$ cat src/rtl/parp_pkg.sv
// ----------------------------------------------------------------------------
// parp_pkg
// Shared types and constants for the per-id action rate policer: field
// widths, command codes, register indexes, state and controller interface.
// ----------------------------------------------------------------------------
package parp_pkg;

  localparam int PROC_ID_W   = 15;
  localparam int CMD_W       = 3;
  localparam int LIMIT_W     = 16;
  localparam int TICK_W      = 32;
  localparam int CFG_IDX_W   = 2;
  localparam int CFG_DATA_W  = 32;
  localparam int IN_TDATA_W  = 16;
  localparam int IN_TUSER_W  = 3;
  localparam int OUT_TDATA_W = 40;

  localparam int ID_SPACE_DEF   = 32768;
  localparam int COUNT_BITS_DEF = 16;

  localparam logic                 KILL_EN_RST      = 1'b0;
  localparam logic [PROC_ID_W-1:0] OWN_ID_RST       = '0;
  localparam logic [LIMIT_W-1:0]   DEF_LIMIT_RST    = 16'd100;
  localparam logic [TICK_W-1:0]    FLUSH_PERIOD_RST = 32'd1000;
  localparam logic [LIMIT_W-1:0]   LIMIT_MAX        = 16'hFFFF;

  typedef enum logic [CMD_W-1:0] {
    CMD_REPORT  = 3'd0,
    CMD_TICK    = 3'd1,
    CMD_LEARN   = 3'd2,
    CMD_CLR_WL  = 3'd3,
    CMD_RST_LIM = 3'd4
  } cmd_t;

  typedef enum logic [CFG_IDX_W-1:0] {
    REG_KILL_EN      = 2'd0,
    REG_OWN_ID       = 2'd1,
    REG_DEF_LIMIT    = 2'd2,
    REG_FLUSH_PERIOD = 2'd3
  } reg_idx_t;

  typedef enum logic [1:0] {
    SW_ZERO   = 2'd0,
    SW_FLUSH  = 2'd1,
    SW_LEARN  = 2'd2,
    SW_CLR_WL = 2'd3
  } sweep_op_t;

  typedef enum logic [2:0] {
    ST_INIT       = 3'd0,
    ST_INIT_DRAIN = 3'd1,
    ST_IDLE       = 3'd2,
    ST_EXEC       = 3'd3,
    ST_SWEEP      = 3'd4,
    ST_DRAIN      = 3'd5,
    ST_FINISH     = 3'd6
  } state_t;

  typedef struct packed {
    logic accept;
    logic exec;
    logic sweep_start;
    logic sweep_rd;
    logic sweep_end;
    logic out_load;
    logic out_from_exec;
  } ctl_t;

  typedef struct packed {
    cmd_t cmd;
    logic flush_due;
    logic sweep_last;
    logic out_free;
  } sts_t;

endpackage

$ cat src/rtl/parp_ctrl.sv
// ----------------------------------------------------------------------------
// parp_ctrl
// Sequencer of the policer: takes items, runs the count memory
// read-modify-write or a full-memory sweep, and hands results to the output.
// ----------------------------------------------------------------------------
module parp_ctrl (
  input  logic            clk,
  input  logic            rst_n,
  input  logic            in_tvalid,
  output logic            in_tready,
  input  parp_pkg::sts_t  sts,
  output parp_pkg::ctl_t  ctl
);

  parp_pkg::state_t state_r, state_nxt;

  always_ff @(posedge clk) begin
    if (!rst_n) begin
      state_r <= parp_pkg::ST_INIT;
    end else begin
      state_r <= state_nxt;
    end
  end

  always_comb begin
    state_nxt = state_r;
    ctl       = '0;
    in_tready = 1'b0;
    unique case (state_r)
      parp_pkg::ST_INIT: begin
        ctl.sweep_rd = 1'b1;
        if (sts.sweep_last) begin
          state_nxt = parp_pkg::ST_INIT_DRAIN;
        end
      end
      parp_pkg::ST_INIT_DRAIN: begin
        state_nxt = parp_pkg::ST_IDLE;
      end
      parp_pkg::ST_IDLE: begin
        in_tready  = 1'b1;
        ctl.accept = in_tvalid;
        if (in_tvalid) begin
          state_nxt = parp_pkg::ST_EXEC;
        end
      end
      parp_pkg::ST_EXEC: begin
        ctl.exec = 1'b1;
        if (sts.cmd == parp_pkg::CMD_LEARN || sts.cmd == parp_pkg::CMD_CLR_WL ||
            (sts.cmd == parp_pkg::CMD_TICK && sts.flush_due)) begin
          ctl.sweep_start = 1'b1;
          state_nxt       = parp_pkg::ST_SWEEP;
        end else if (sts.out_free) begin
          ctl.out_load      = 1'b1;
          ctl.out_from_exec = 1'b1;
          state_nxt         = parp_pkg::ST_IDLE;
        end else begin
          state_nxt = parp_pkg::ST_FINISH;
        end
      end
      parp_pkg::ST_SWEEP: begin
        ctl.sweep_rd = 1'b1;
        if (sts.sweep_last) begin
          state_nxt = parp_pkg::ST_DRAIN;
        end
      end
      parp_pkg::ST_DRAIN: begin
        ctl.sweep_end = 1'b1;
        state_nxt     = parp_pkg::ST_FINISH;
      end
      parp_pkg::ST_FINISH: begin
        if (sts.out_free) begin
          ctl.out_load = 1'b1;
          state_nxt    = parp_pkg::ST_IDLE;
        end
      end
      default: begin
        state_nxt = parp_pkg::ST_INIT;
      end
    endcase
  end

endmodule

$ cat config.mk
export PLATFORM = sky130hd
export DESIGN_NAME = parp_ctrl
export DESIGN_NICKNAME = d
export VERILOG_FILES = /design/src/rtl/parp_pkg.sv /design/src/rtl/parp_ctrl.sv
export SDC_FILE = /design/constraint.sdc
export NUM_CORES = 1
export LEC_CHECK = 0
export ABC_AREA = 1
export BUFFER_PORTS_ARGS = -buffer_cell sky130_fd_sc_hd__buf_2
export CAP_MARGIN = 20
export CORE_AREA = 2 2 39 41
export DETAILED_ROUTE_END_ITERATION = 7
export DIE_AREA = 0 0 41 43
export PLACE_DENSITY = 0.42
export SKIP_CTS_REPAIR_TIMING = 1
export SLEW_MARGIN = 20
export SYNTH_ARGS = -nofsm -noshare
export SYNTH_HDL_FRONTEND = slang
export SYNTH_SLANG_ARGS = --single-unit
$ cat constraint.sdc
create_clock -name clk -period 1.67 [get_ports clk]
set_input_delay 0.167 -clock clk [delete_from_list [all_inputs] [get_ports clk]]
set_output_delay 0.167 -clock clk [all_outputs]
set_load 0.02 [all_outputs]
==> flow_summary.ini <==
[worst_setup_path]
crit_fanout = 5
crit_buf_inv = 3
crit_type = reg -> out
crit_slowest_cell = dfxtp_1
cp.arrival_ns = 1.29
critPathMaxStageDelay_ns = 0.38
path_cells = inv_1, nor3_4, inv_1, o21ai_2, buf_2
critPathMostFrequentCell = inv_1
crit_cells = 5
crit_path_end_kind = output port
critPathLaunch = state_r[0]
r2r-start = state_r[2]
worstPathRequired_ns = 1.50
crit_family = buffers and inverters
r2r_cells = 6
worstSetupStartpointType = flip-flop

[timing]
tightest_slew_ns = 0.252
hold_viol = 0
finalCritPeriodShare = 0.871
skew_ns = 0.000403
fin_ws_ns = 0.216
finalCriticalPeriod_ns = 1.45
finalSetupTns_ns = 0
fmax_ghz = 0.688
rsz0062_at_grt = false
setup_violations = 0
max_slew_margin = 0.832
slew_violations = 0

[global_route]
grt_usage = 0.0893
grt_pass1_wl_um = 1050
use_met3 = 0.0628
grt_util_met1 = 0.0994
grt_busiest_layer = met2
grt_max_degree = 8
grtUsageMet2 = 0.134
gr-total-overflow = 0
antenna_found_initial = 0
grt_pass1_vias = 290

[finish]
largest_register_ffs = 3
drive_gt1_frac = 0.364
top_register = state_r
fin_nets = 76
final_cell_area_um2 = 384
regArea_um2 = 61.3
nFillCells = 160
multi_input_area_um2 = 151
top_regs = state_r x3
n_antenna_cell = 0
syn2layout_area_growth_pct = 49.8

[yosys]
synth-edff-count = 0
synth_cells = 46
ys.warnings.count = 0
yosysTopAreaCellShare = 0.234
seq_area_frac_synth = 0.234
synth_area_leaders = dfxtp_1 (23%), nand2_1 (19%), inv_1 (16%), nor2_1 (10%), nor3_4 (6.3%)
synth_commonest_cells = nand2_1 (13), inv_1 (11), nor2_1 (7), dfxtp_1 (3), nand3_1 (3)
async_flop_share = 0
avgSynthCellArea_um2 = 5.58
synthesis.area_um2 = 256
synth_top_area_cell = dfxtp_1
ys_types = 13
ys.flop_type = dfxtp_1
syn-num-nets = 55
synth.most_common_cell = nand2_1
synth_seq_cells = 3

[clock_tree]
insertion_delay_ns = 0.23
cts_tree = built
htree_levels = 1
cts-root-buf = clkbuf_4
path_clk_slew_ns = 0.04
clock-sinks = 3
clk_path_buf_depth = 2
numCtsBuffers = 3

[run_status]
status = completed

[pwr]
pwr-share-comb = 0.341
p_seq_frac = 0.287
swShare = 0.370
p_sw_uw = 125
power_density_nw_per_um2 = 881
p_leak_uw = 0.000222
p_total_uw = 339
power.clock.fraction = 0.371
internal-power_uw = 213
irDropWorstVdd_v = 0.000339

[floorplanning]
start_util = 0.185
die_x_um = 41
fp.dieArea_um2 = 1760
ios = 17
rows = 14
core-area_um2 = 1380
die-height_um = 43

[routing]
drt-pass1-iter-count = 4
num_vias = 324
viasPerCell = 3.95
drc = 0
wire_per_inst_um = 7.73
postRouteAntennaNets = 0
drt_iter0_markers = 7
wl_um = 634

[placed_design]
port_buffers = 16
place_area_um2 = 357
hpwl_um = 541
gp_congestion = 0.685
dp_slack_ns = 0.396

[flow_run]
maxCapViolations = 0

[min_path]
hold_depth = 3
min_from = rst_n
hp-class = in -> reg
[layer usage]
layer	up-vias	wire, um
li1	179	-
met1	129	268
met2	16	310
met3	0	55
met4	0	0
met5	-	0
[worst min-delay path: cells and delay by family]
family / cells / cell delay, ns
buffers and inverters: 2 / 0.13
AND/OR/NAND/NOR: 1 / 0.04
[placed cells by master (no fill, tap or decap)]
cell type and n:
inv_1 11, a21oi_1 1, o21ai_2 1, nand2_1 13, buf_2 16, o211ai_1 1, nor3_1 2, dfxtp_2 1
o21ai_0 1, inv_2 1, a21oi_2 1, clkbuf_1 1, nor2_1 7, nand3_1 3, dfxtp_1 2, clkbuf_4 3
nor3_4 1
[power groups by stage]
stage / clock network, uW / registers (uW) / logic [uW]
5_1_grt: 142 / 99.4 / 132
3_3_place_gp: 0 / 97.0 / 118
4_1_cts: 134 / 95.5 / 118
2_1_floorplan: 0 / 93.3 / 82.4
6_report: 126 / 97.2 / 116
3_5_place_dp: 0 / 96.4 / 117
[layout make-up]
type,count,share of cell area
Inverter,12,0.117
Timing Repair Buffer,16,0.208
Clock buffer,4,0.0684
Multi-Input combinational cell,31,0.394
Tap cell,16,0.0521
Sequential cell,3,0.160
[path summary, 6_finish.rpt]
check / slack, ns / to
max: 0.22 / ctl[1]
min: 0.13 / state_r[1]
max reg2reg: 0.60 / state_r[2]
min reg2reg: 0.58 / state_r[2]
[kinds of logic after synthesis]
group	synth area share
buffers and inverters	0.176
AND/OR/NAND/NOR	0.454
flip-flops	0.234
AO/OA/AOI/OAI	0.137
[per-stage QoR]
step	hold WS, ns	std cells	util
3_3_place_gp	0.371	78	0.258
6_report	0.134	82	0.278
5_1_grt	0.146	82	0.278
4_1_cts	0.127	82	0.277
3_5_place_dp	0.373	78	0.258
2_1_floorplan	0.265	46	-
Note: power is estimated with default switching activity, not from simulation.
